[config.mk]
export PLATFORM = sky130hd
export DESIGN_NAME = lfu_heap_cache_flat
export DESIGN_NICKNAME = d
export VERILOG_FILES = /design/src/lhc_pkg.sv /design/src/lhc_if.sv /design/src/lhc_ram.sv /design/src/lhc_datapath.sv /design/src/lhc_ctrl.sv /design/src/lfu_heap_cache.sv /design/src/flat_wrapper.sv
export SDC_FILE = /design/constraint.sdc
export NUM_CORES = 2
export LEC_CHECK = 0
export ABC_AREA = 0
export BUFFER_PORTS_ARGS = -buffer_cell sky130_fd_sc_hd__buf_2
export CAP_MARGIN = 5
export CELL_PAD_IN_SITES_DETAIL_PLACEMENT = 1
export CELL_PAD_IN_SITES_GLOBAL_PLACEMENT = 2
export CORE_MARGIN = 8
export CORE_UTILIZATION = 39
export DETAILED_ROUTE_END_ITERATION = 6
export GPL_TIMING_DRIVEN = 0
export PLACE_DENSITY_LB_ADDON = 0.1
export SKIP_CTS_REPAIR_TIMING = 1
export SYNTH_ARGS = -nofsm -noshare
export SYNTH_HDL_FRONTEND = slang
export SYNTH_SLANG_ARGS = --single-unit
[constraint.sdc]
create_clock -name clk -period 8.5 [get_ports clk]
set_input_delay 1.275 -clock clk [delete_from_list [all_inputs] [get_ports clk]]
set_output_delay 1.275 -clock clk [all_outputs]
set_load 0.02 [all_outputs]
[src/lhc_pkg.sv]
// Package for the LFU heap cache: sizes, status codes, FSM states and the
// controller/datapath command and status structs. No dependencies.
package lhc_pkg;
  localparam int MaxEntries  = 16;
  localparam int KeyBits     = 16;
  localparam int PayloadBits = 32;
  localparam int CountBits   = 16;
  localparam int IdxBits     = $clog2(MaxEntries);
  localparam int FillBits    = $clog2(MaxEntries + 1);
  localparam int CapBits     = 5;
  localparam int StatusBits  = 3;
  localparam logic [CapBits-1:0] CapReset = CapBits'(4);

  localparam logic [StatusBits-1:0] ST_HIT       = 3'd0;
  localparam logic [StatusBits-1:0] ST_MISS      = 3'd1;
  localparam logic [StatusBits-1:0] ST_INS       = 3'd2;
  localparam logic [StatusBits-1:0] ST_INS_EVICT = 3'd3;
  localparam logic [StatusBits-1:0] ST_DUP       = 3'd4;

  typedef logic [KeyBits-1:0]     key_t;
  typedef logic [PayloadBits-1:0] pay_t;
  typedef logic [CountBits-1:0]   cnt_t;
  typedef logic [IdxBits-1:0]     idx_t;
  typedef logic [FillBits-1:0]    fill_t;

  typedef struct packed {
    key_t key;
    cnt_t cnt;
    pay_t pay;
  } entry_t;

  typedef enum logic [3:0] {
    S_IDLE, S_SEARCH, S_EVICT, S_DN_RD, S_DN_CMP,
    S_APPEND, S_UP_RD, S_UP_CMP, S_OUT
  } state_t;

  typedef enum logic [3:0] {
    OP_NONE, OP_START, OP_SCAN, OP_HIT, OP_MISS, OP_DUP,
    OP_EV_RD, OP_EVICT, OP_DN_RD, OP_DN_SWAP, OP_DN_END,
    OP_APPEND, OP_UP_RD, OP_UP_SWAP, OP_UP_END
  } op_t;

  typedef struct packed {
    op_t op;
  } cmd_t;

  typedef struct packed {
    logic   is_insert;
    logic   scan_done;
    logic   found;
    logic   full;
    logic   dn_swap;
    logic   dn_last;
    logic   up_swap;
    logic   up_last;
    logic   after_evict;
    logic   room;
  } stat_t;
endpackage

[src/lhc_if.sv]
// Valid/ready channel interfaces for the LFU heap cache.
// Depends on lhc_pkg.
interface lhc_req_if;
  import lhc_pkg::*;
  logic valid;
  logic ready;
  logic command;
  key_t item_key;
  pay_t item_payload;
  modport source (output valid, command, item_key, item_payload, input ready);
  modport sink   (input valid, command, item_key, item_payload, output ready);
endinterface

interface lhc_rsp_if;
  import lhc_pkg::*;
  logic valid;
  logic ready;
  logic [StatusBits-1:0] status;
  pay_t payload_out;
  cnt_t use_count;
  key_t evicted_key;
  modport source (output valid, status, payload_out, use_count, evicted_key,
                  input ready);
  modport sink   (input valid, status, payload_out, use_count, evicted_key,
                  output ready);
endinterface

interface lhc_cfg_if;
  import lhc_pkg::*;
  logic valid;
  logic ready;
  logic [CapBits-1:0] data;
  modport source (output valid, data, input ready);
  modport sink   (input valid, data, output ready);
endinterface

[src/lhc_ram.sv]
// Generic single-write, single-read RAM with registered read data.
// No dependencies.
module lhc_ram #(
  parameter int Width = 8,
  parameter int Depth = 16
) (
  input  logic                     clk,
  input  logic                     we,
  input  logic [$clog2(Depth)-1:0] waddr,
  input  logic [Width-1:0]         wdata,
  input  logic [$clog2(Depth)-1:0] raddr,
  output logic [Width-1:0]         rdata
);
  logic [Width-1:0] mem [Depth];

  always_ff @(posedge clk) begin
    if (we) mem[waddr] <= wdata;
    rdata <= mem[raddr];
  end
endmodule

[src/lhc_datapath.sv]
// Datapath: heap RAMs, key scan, sift cursor, fill count and result registers.
// Depends on lhc_pkg and lhc_ram.
module lhc_datapath (
  input  logic                       clk,
  input  logic                       rst_n,
  input  lhc_pkg::cmd_t              cmd,
  output lhc_pkg::stat_t             stat,
  input  logic                       in_command,
  input  lhc_pkg::key_t              in_key,
  input  lhc_pkg::pay_t              in_payload,
  input  logic [lhc_pkg::CapBits-1:0] cap,
  output logic [lhc_pkg::StatusBits-1:0] res_status,
  output lhc_pkg::pay_t              res_payload,
  output lhc_pkg::cnt_t              res_count,
  output lhc_pkg::key_t              res_evicted
);
  import lhc_pkg::*;

  // Request capture and working registers
  logic   cmd_r;
  key_t   key_r;
  pay_t   pay_r;
  fill_t  held_r;
  fill_t  scan_r;
  logic   vld_r;    // ra_data holds a live entry from slot at_r
  idx_t   at_r;
  idx_t   pos_r;
  entry_t cur_r;    // entry being sifted, written back once it settles
  logic   evicted_r;
  logic [StatusBits-1:0] status_r;
  pay_t   payout_r;
  cnt_t   count_r;
  key_t   evkey_r;

  // Heap RAMs: two copies share the write port to give two read ports
  logic   we;
  idx_t   waddr;
  entry_t wdata;
  idx_t   ra_addr, rb_addr;
  entry_t ra_data, rb_data;

  lhc_ram #(.Width($bits(entry_t)), .Depth(MaxEntries)) u_ram_a (
    .clk(clk), .we(we), .waddr(waddr), .wdata(wdata),
    .raddr(ra_addr), .rdata(ra_data));
  lhc_ram #(.Width($bits(entry_t)), .Depth(MaxEntries)) u_ram_b (
    .clk(clk), .we(we), .waddr(waddr), .wdata(wdata),
    .raddr(rb_addr), .rdata(rb_data));

  // Effective capacity clamp
  fill_t cap_eff;
  always_comb begin
    if (cap == '0) cap_eff = fill_t'(1);
    else if (cap > CapBits'(MaxEntries)) cap_eff = fill_t'(MaxEntries);
    else cap_eff = fill_t'(cap);
  end

  // Child/parent indexes of the cursor
  logic [IdxBits+1:0] lidx, ridx;
  idx_t lpos, rpos, pidx, last;
  assign lidx = {1'b0, pos_r, 1'b1};
  assign ridx = {1'b0, pos_r, 1'b0} + (IdxBits+2)'(2);
  assign lpos = lidx[IdxBits-1:0];
  assign rpos = ridx[IdxBits-1:0];
  assign pidx = (pos_r - idx_t'(1)) >> 1;
  assign last = idx_t'(held_r - fill_t'(1));

  logic l_ok, r_ok, room;
  assign l_ok = lidx < (IdxBits+2)'(held_r);
  assign r_ok = ridx < (IdxBits+2)'(held_r);
  assign room = held_r < fill_t'(MaxEntries);

  // Sift-down choice: smaller child, left on ties
  logic go_l, go_r;
  always_comb begin
    go_l = l_ok && (ra_data.cnt < cur_r.cnt);
    go_r = r_ok && (rb_data.cnt < (go_l ? ra_data.cnt : cur_r.cnt));
  end

  // Saturating count bump on a hit
  cnt_t bump_cnt;
  assign bump_cnt = (ra_data.cnt == '1) ? ra_data.cnt : ra_data.cnt + cnt_t'(1);

  // Status to the controller
  always_comb begin
    stat.is_insert   = cmd_r;
    stat.scan_done   = !vld_r && (scan_r != '0);
    stat.found       = vld_r && (ra_data.key == key_r);
    stat.full        = (held_r >= cap_eff) && (held_r != '0);
    stat.dn_swap     = go_l || go_r;
    stat.dn_last     = !l_ok;
    stat.up_swap     = ra_data.cnt > cur_r.cnt;
    stat.up_last     = (pos_r == '0);
    stat.after_evict = evicted_r;
    stat.room        = room;
  end

  // Read addresses
  always_comb begin
    ra_addr = scan_r[IdxBits-1:0];
    rb_addr = rpos;
    case (cmd.op)
      OP_DN_RD: begin
        ra_addr = lpos;
        rb_addr = rpos;
      end
      OP_UP_RD: ra_addr = pidx;
      OP_EV_RD: begin
        ra_addr = '0;
        rb_addr = last;
      end
      default: ;
    endcase
  end

  // Write port: a swap writes the moved neighbor, the cursor goes back at the end
  always_comb begin
    we = 1'b0;
    waddr = pos_r;
    wdata = cur_r;
    case (cmd.op)
      OP_DN_SWAP: begin
        we = 1'b1;
        wdata = go_r ? rb_data : ra_data;
      end
      OP_UP_SWAP: begin
        we = 1'b1;
        wdata = ra_data;
      end
      OP_DN_END, OP_UP_END: we = 1'b1;
      default: ;
    endcase
  end

  // Registers
  always_ff @(posedge clk) begin
    if (!rst_n) begin
      cmd_r     <= 1'b0;
      key_r     <= '0;
      pay_r     <= '0;
      held_r    <= '0;
      scan_r    <= '0;
      vld_r     <= 1'b0;
      at_r      <= '0;
      pos_r     <= '0;
      cur_r     <= '0;
      evicted_r <= 1'b0;
      status_r  <= ST_MISS;
      payout_r  <= '0;
      count_r   <= '0;
      evkey_r   <= '0;
    end else begin
      case (cmd.op)
        OP_START: begin
          cmd_r <= in_command; key_r <= in_key; pay_r <= in_payload;
          scan_r <= '0; vld_r <= 1'b0; evicted_r <= 1'b0;
          payout_r <= '0; count_r <= '0; evkey_r <= '0;
        end
        OP_SCAN: begin
          scan_r <= scan_r + fill_t'(1);
          vld_r <= scan_r < held_r;
          at_r <= scan_r[IdxBits-1:0];
        end
        OP_HIT: begin
          pos_r <= at_r;
          cur_r <= {ra_data.key, bump_cnt, ra_data.pay};
          status_r <= ST_HIT;
        end
        OP_MISS: status_r <= ST_MISS;
        OP_DUP:  status_r <= ST_DUP;
        OP_EVICT: begin
          // root read on port A, last entry on port B
          evkey_r <= ra_data.key;
          cur_r <= rb_data;
          held_r <= held_r - fill_t'(1);
          pos_r <= '0;
          evicted_r <= 1'b1;
        end
        OP_DN_SWAP: pos_r <= go_r ? rpos : lpos;
        OP_DN_END: begin
          if (!evicted_r) begin
            payout_r <= cur_r.pay;
            count_r <= cur_r.cnt;
          end
        end
        OP_APPEND: begin
          status_r <= evicted_r ? ST_INS_EVICT : ST_INS;
          count_r <= cnt_t'(1);
          if (room) begin
            pos_r <= held_r[IdxBits-1:0];
            cur_r <= {key_r, cnt_t'(1), pay_r};
            held_r <= held_r + fill_t'(1);
          end
        end
        OP_UP_SWAP: pos_r <= pidx;
        default: ;
      endcase
    end
  end

  assign res_status  = status_r;
  assign res_payload = payout_r;
  assign res_count   = count_r;
  assign res_evicted = evkey_r;
endmodule

[src/lhc_ctrl.sv]
// Controller state machine for the LFU heap cache.
// Depends on lhc_pkg.
module lhc_ctrl (
  input  logic           clk,
  input  logic           rst_n,
  input  logic           in_valid,
  output logic           in_ready,
  output logic           out_valid,
  input  logic           out_ready,
  input  lhc_pkg::stat_t stat,
  output lhc_pkg::cmd_t  cmd
);
  import lhc_pkg::*;

  state_t state_r, state_nxt;

  always_ff @(posedge clk) begin
    if (!rst_n) state_r <= S_IDLE;
    else state_r <= state_nxt;
  end

  always_comb begin
    state_nxt = state_r;
    cmd.op    = OP_NONE;
    in_ready  = 1'b0;
    out_valid = 1'b0;
    case (state_r)
      S_IDLE: begin
        in_ready = 1'b1;
        if (in_valid) begin
          cmd.op = OP_START;
          state_nxt = S_SEARCH;
        end
      end
      S_SEARCH: begin
        // one slot read per cycle, compared in the following cycle
        if (stat.found) begin
          if (stat.is_insert) begin
            cmd.op = OP_DUP;
            state_nxt = S_OUT;
          end else begin
            cmd.op = OP_HIT;
            state_nxt = S_DN_RD;
          end
        end else if (stat.scan_done) begin
          if (!stat.is_insert) begin
            cmd.op = OP_MISS;
            state_nxt = S_OUT;
          end else if (stat.full) begin
            cmd.op = OP_EV_RD;
            state_nxt = S_EVICT;
          end else state_nxt = S_APPEND;
        end else cmd.op = OP_SCAN;
      end
      S_EVICT: begin
        cmd.op = OP_EVICT;
        state_nxt = S_DN_RD;
      end
      S_DN_RD: begin
        if (stat.dn_last) begin
          cmd.op = OP_DN_END;
          state_nxt = stat.after_evict ? S_APPEND : S_OUT;
        end else begin
          cmd.op = OP_DN_RD;
          state_nxt = S_DN_CMP;
        end
      end
      S_DN_CMP: begin
        if (stat.dn_swap) begin
          cmd.op = OP_DN_SWAP;
          state_nxt = S_DN_RD;
        end else begin
          cmd.op = OP_DN_END;
          state_nxt = stat.after_evict ? S_APPEND : S_OUT;
        end
      end
      S_APPEND: begin
        cmd.op = OP_APPEND;
        state_nxt = stat.room ? S_UP_RD : S_OUT;
      end
      S_UP_RD: begin
        if (stat.up_last) begin
          cmd.op = OP_UP_END;
          state_nxt = S_OUT;
        end else begin
          cmd.op = OP_UP_RD;
          state_nxt = S_UP_CMP;
        end
      end
      S_UP_CMP: begin
        if (stat.up_swap) begin
          cmd.op = OP_UP_SWAP;
          state_nxt = S_UP_RD;
        end else begin
          cmd.op = OP_UP_END;
          state_nxt = S_OUT;
        end
      end
      S_OUT: begin
        out_valid = 1'b1;
        if (out_ready) state_nxt = S_IDLE;
      end
      default: state_nxt = S_IDLE;
    endcase
  end

  a_hs_excl: assert property (@(posedge clk) disable iff (!rst_n)
    !(in_ready && out_valid)) else $error("ready and valid together");
  a_out_done: assert property (@(posedge clk) disable iff (!rst_n)
    out_valid && out_ready |=> in_ready) else $error("no return to idle");
  a_accept: assert property (@(posedge clk) disable iff (!rst_n)
    in_valid && in_ready |=> !in_ready) else $error("accepted twice");
  a_out_hold: assert property (@(posedge clk) disable iff (!rst_n)
    out_valid && !out_ready |=> out_valid) else $error("result dropped");
endmodule

[src/lfu_heap_cache.sv]
// Top level of the LFU heap cache: controller, datapath, config register.
// Depends on lhc_pkg, lhc_if, lhc_ctrl, lhc_datapath.
// Flow: a key scan over the held entries after accept, then sift steps through
// the heap levels: down on a hit or eviction, up after an insert's append.
// One request at a time: the next is accepted only after the result is taken.
// Reset (rst_n low, synchronous) empties the cache and sets capacity to 4.
module lfu_heap_cache (
  input logic      clk,
  input logic      rst_n,
  lhc_req_if.sink  in_ch,
  lhc_rsp_if.source out_ch,
  lhc_cfg_if.sink  cfg_ch
);
  import lhc_pkg::*;

  logic [CapBits-1:0] cap_r;
  cmd_t  cmd;
  stat_t stat;

  // Capacity register
  assign cfg_ch.ready = 1'b1;
  always_ff @(posedge clk) begin
    if (!rst_n) cap_r <= CapReset;
    else if (cfg_ch.valid) cap_r <= cfg_ch.data;
  end

  lhc_ctrl u_ctrl (
    .clk(clk), .rst_n(rst_n),
    .in_valid(in_ch.valid), .in_ready(in_ch.ready),
    .out_valid(out_ch.valid), .out_ready(out_ch.ready),
    .stat(stat), .cmd(cmd));

  lhc_datapath u_dp (
    .clk(clk), .rst_n(rst_n), .cmd(cmd), .stat(stat),
    .in_command(in_ch.command), .in_key(in_ch.item_key),
    .in_payload(in_ch.item_payload), .cap(cap_r),
    .res_status(out_ch.status), .res_payload(out_ch.payload_out),
    .res_count(out_ch.use_count), .res_evicted(out_ch.evicted_key));
endmodule

[src/flat_wrapper.sv]
// flat-port wrapper written by rule: the top's interface ports become plain ports
module lfu_heap_cache_flat import lhc_pkg::*;
  (clk, rst_n, in_ch_valid, in_ch_command, in_ch_item_key, in_ch_item_payload, in_ch_ready, out_ch_valid, out_ch_status, out_ch_payload_out, out_ch_use_count, out_ch_evicted_key, out_ch_ready, cfg_ch_valid, cfg_ch_data, cfg_ch_ready);
  lhc_req_if in_ch_i ();
  lhc_rsp_if out_ch_i ();
  lhc_cfg_if cfg_ch_i ();
  input logic clk;
  input logic rst_n;
  input wire logic [$bits(in_ch_i.valid)-1:0] in_ch_valid;
  input wire logic [$bits(in_ch_i.command)-1:0] in_ch_command;
  input wire logic [$bits(in_ch_i.item_key)-1:0] in_ch_item_key;
  input wire logic [$bits(in_ch_i.item_payload)-1:0] in_ch_item_payload;
  output wire logic [$bits(in_ch_i.ready)-1:0] in_ch_ready;
  output wire logic [$bits(out_ch_i.valid)-1:0] out_ch_valid;
  output wire logic [$bits(out_ch_i.status)-1:0] out_ch_status;
  output wire logic [$bits(out_ch_i.payload_out)-1:0] out_ch_payload_out;
  output wire logic [$bits(out_ch_i.use_count)-1:0] out_ch_use_count;
  output wire logic [$bits(out_ch_i.evicted_key)-1:0] out_ch_evicted_key;
  input wire logic [$bits(out_ch_i.ready)-1:0] out_ch_ready;
  input wire logic [$bits(cfg_ch_i.valid)-1:0] cfg_ch_valid;
  input wire logic [$bits(cfg_ch_i.data)-1:0] cfg_ch_data;
  output wire logic [$bits(cfg_ch_i.ready)-1:0] cfg_ch_ready;
  assign in_ch_i.valid = in_ch_valid;
  assign in_ch_i.command = in_ch_command;
  assign in_ch_i.item_key = in_ch_item_key;
  assign in_ch_i.item_payload = in_ch_item_payload;
  assign in_ch_ready = in_ch_i.ready;
  assign out_ch_valid = out_ch_i.valid;
  assign out_ch_status = out_ch_i.status;
  assign out_ch_payload_out = out_ch_i.payload_out;
  assign out_ch_use_count = out_ch_i.use_count;
  assign out_ch_evicted_key = out_ch_i.evicted_key;
  assign out_ch_i.ready = out_ch_ready;
  assign cfg_ch_i.valid = cfg_ch_valid;
  assign cfg_ch_i.data = cfg_ch_data;
  assign cfg_ch_ready = cfg_ch_i.ready;
  lfu_heap_cache u_core (.clk(clk), .rst_n(rst_n), .in_ch(in_ch_i), .out_ch(out_ch_i), .cfg_ch(cfg_ch_i));
endmodule
==> out/results.tsv <==
metric	value	unit
overflow	0	
cp-end-kind	flip-flop	
synth_largest_area_cell	edfxtp_1	
grt_first_pass_wirelength	376900	um
setup-violations-final	0	
synth_ff_type	edfxtp_1	
fmax	121.6	MHz
ant_nets	0	
grt_start_max_net_pins	22	
mostFrequentLayoutCells	edfxtp_1, mux2i_1, dfxtp_1	
drc	14	
cts_tree	done	
worst_pin_slew	1.483	ns
synth_area_leaders	edfxtp_1, dfxtp_1, mux2i_1	
grtUsageTotal	31.75	%
finClkSkew	0.03506	ns
swShare	34.92	%
yosys.area_share.simple	5.520	%
cap_viol_max_count	0	
preCtsSetupSlack	-0.3361	ns
critical_path_required	8.91	ns
maxSlewHeadroom	1.146	%
root_buffer	clkbuf_16	
synthAdderAreaFrac	1.207	%
cts_buffers	156	
critPathSlowestCell	a222oi_1	
area_growth	17.48	%
worstSetupStartpointType	flip-flop	
multiInputGateArea	20440	um2
p_per_area	310.4	nW/um2
portBuffers	126	
viasPerCell	6.671	
io-pin-count	129	
combPwrFrac	28.7	%
drt_wl_total	276800	um
switchingPower	7.656	mW
worstPathMaxFanout	16	
drive_above_1_share	18.67	%
timing.hold.ws	0.4720	ns
grt_antenna_before_repair	16	
pwr-share-seq	39.4	%
grt_pass1_vias	46190	
insertion_delay	0.82	ns
regArea	37500	um2
intPower	14.27	mW
synth_edf_count	1024	
synth_top_family_by_area	compound AO/OA/AOI/OAI gates	
yosys.area.top_type_share	51.13	%
dpl.hpwl	189300	um
synth_mux_area_share	9.049	%
finalNonFillerCells	6920	
die-area	167000	um2
initialDrtViolationCount	6687	
status	complete, but fails checks	
min-delay-start	u_core.u_dp.res_payload[5]	
core-area	153700	um2
rsz0062_at_grt	no	
dr.pass1.iters	7	
crit_chain	inv_1 > ha_1 > o21ai_0 > a21oi_1 > nor2_1 > nor4b_1 > buf_2 > clkbuf_2 > mux2i_1 > ha_1 > nand4_1 > o221ai_1 > o21ai_0 > a31oi_2 > nor2_1 > a21o_2 > clkbuf_1 > clkbuf_2 > a222oi_1 > inv_1	
path_delay_family	compound AO/OA/AOI/OAI gates	
h-tree-depth	4	
wire_per_inst	40.00	um
hold_violations	0	
gp_congestion	0.9016	
avgSynthCellArea	13.79	um2
power_frac_clock	31.9	%
path_clk_slew	0.06	ns
slew_viol_final	0	
synth_compound_area_share	17.31	%
vias	46160	
slowest_delay	0.89	ns
yosysUniqueCellTypes	82	
placed_cell_area	65250	um2
synth-xor-area-share	0.5826	%
yosysWarnings	0	
postSynthNetCount	4479	
total_power	21.93	mW
vdd_drop_max	220.5	uV
fillers	15430	
synthCells	4362	
postLayoutCellArea	70650	um2
start_util	39.13	%
cts_sinks	1361	
fin_ws	0.2769	ns
min_period	8.223	ns
hp-class	flip-flop to flip-flop	
crit_start	u_core.u_dp.held_r[3]	
path_buf_inv	6	
r2r_start	u_core.u_dp.held_r[3]	
violations	DRC	
fin_crit_sh	96.74	%
row_count	144	
syn_area	60140	um2
criticalPathCategory	flip-flop to flip-flop	
cp.arrival	8.63	ns
leakagePower	23.64	nW
yosysSeqAreaShare	62.35	%
fp.dieW	408.7	um
layout_commonest_cell	edfxtp_1	
dpl.cell_count	6612	
synth_seq_cells	1361	
clockBufferDepth	3	
chipHeight	408.7	um
ys_async_sr_fraction	0	%
final_nets	4845	
## layer usage
| metal | vias to the layer above | part of all wire (%) | GRT usage [%] |
|---|---|---|---|
| li1 | 18690 | - | - |
| met1 | 24090 | 41 | 42.81 |
| met2 | 2775 | 44 | 48.55 |
| met3 | 608 | 10 | 8.674 |
| met4 | 2 | 4.4 | 12.70 |
| met5 | - | 0.0033 | 0 |
## area by class of cell
class / instances / area share (%)
diodes: 13 / 0.04605
multi-input cells: 2521 / 28.93
inverters: 101 / 0.5366
plain buffers: 379 / 2.871
clock inverters: 65 / 1.017
repair buffers: 208 / 3.388
well taps: 2044 / 3.620
flip-flops and latches: 1361 / 53.07
clock buffers: 228 / 6.516
## state kept, by name, summed over array words and instances, names as in the netlist, 5 cells and up
| signal | count |
|---|---|
| u_core.u_dp.u_ram_b.mem | 1024 |
| u_core.u_dp.pay_r | 32 |
| u_core.u_dp.res_payload | 32 |
| u_core.u_dp.res_evicted | 16 |
| u_core.u_dp.key_r | 16 |
| u_core.u_dp.scan_r | 5 |
| u_core.u_dp.u_ram_b.rdata | 64 |
| u_core.u_dp.cur_r | 64 |
| u_core.cap_r | 5 |
| u_core.u_dp.u_ram_a.rdata | 64 |
| u_core.u_dp.held_r | 5 |
| u_core.u_dp.res_count | 16 |
## Yosys cell counts, drive strengths merged (66+ instances only)
| master | instances |
|---|---|
| a21boi | 115 |
| inv | 101 |
| mux2i | 538 |
| nand3 | 74 |
| nand4 | 80 |
| clkbuf | 220 |
| dfxtp | 337 |
| o22ai | 261 |
| o211a | 66 |
| edfxtp | 1024 |
| a222oi | 115 |
| or4 | 67 |
| buf | 159 |
| o221a | 255 |
| nand2 | 302 |
| o221ai | 258 |
## worst min-delay path, cell delays in order (launching register included)
cell      delay (ns)
dfxtp_1         0.30
nand3_1         0.05
a21boi_0        0.06
## power groups by stage
stage	clock network [mW]	logic [mW]	registers, mW
after floorplan	0	3.62	8.44
after global placement	0	5.98	8.74
after detailed placement	0	6.09	8.75
after CTS	7.05	6.12	8.61
after global routing	7.28	6.52	8.67
final	6.99	6.29	8.64
## path summary, 6_finish.rpt
kind / endpoint / slack (ns) / cells past startpoint
hold reg to reg: u_core.u_dp.res_payload[5] / 0.47 / 2
setup reg to reg: u_core.u_dp.u_ram_b.mem[15][39] / 0.28 / 20
setup / recovery: u_core.u_dp.u_ram_b.mem[15][39] / 0.28 / 20
hold / removal: u_core.u_dp.res_payload[5] / 0.47 / 2
## per-stage QoR
step                TNS [ns]  util [%]
global route               0     45.95
floorplan                  0         -
CTS                   -29.84     45.92
global placement    -5767.38     41.22
finish                     0     45.97
detailed placement    -28.27     42.46
## logic make-up after synthesis
logic type / Yosys count
flops: 1361
compound gates: 1211
simple gates: 668
mux: 543
buf+inv: 480
fa+ha+maj: 58
xor+xnor: 40
other cells: 1
(Power assumes the default switching activity.)
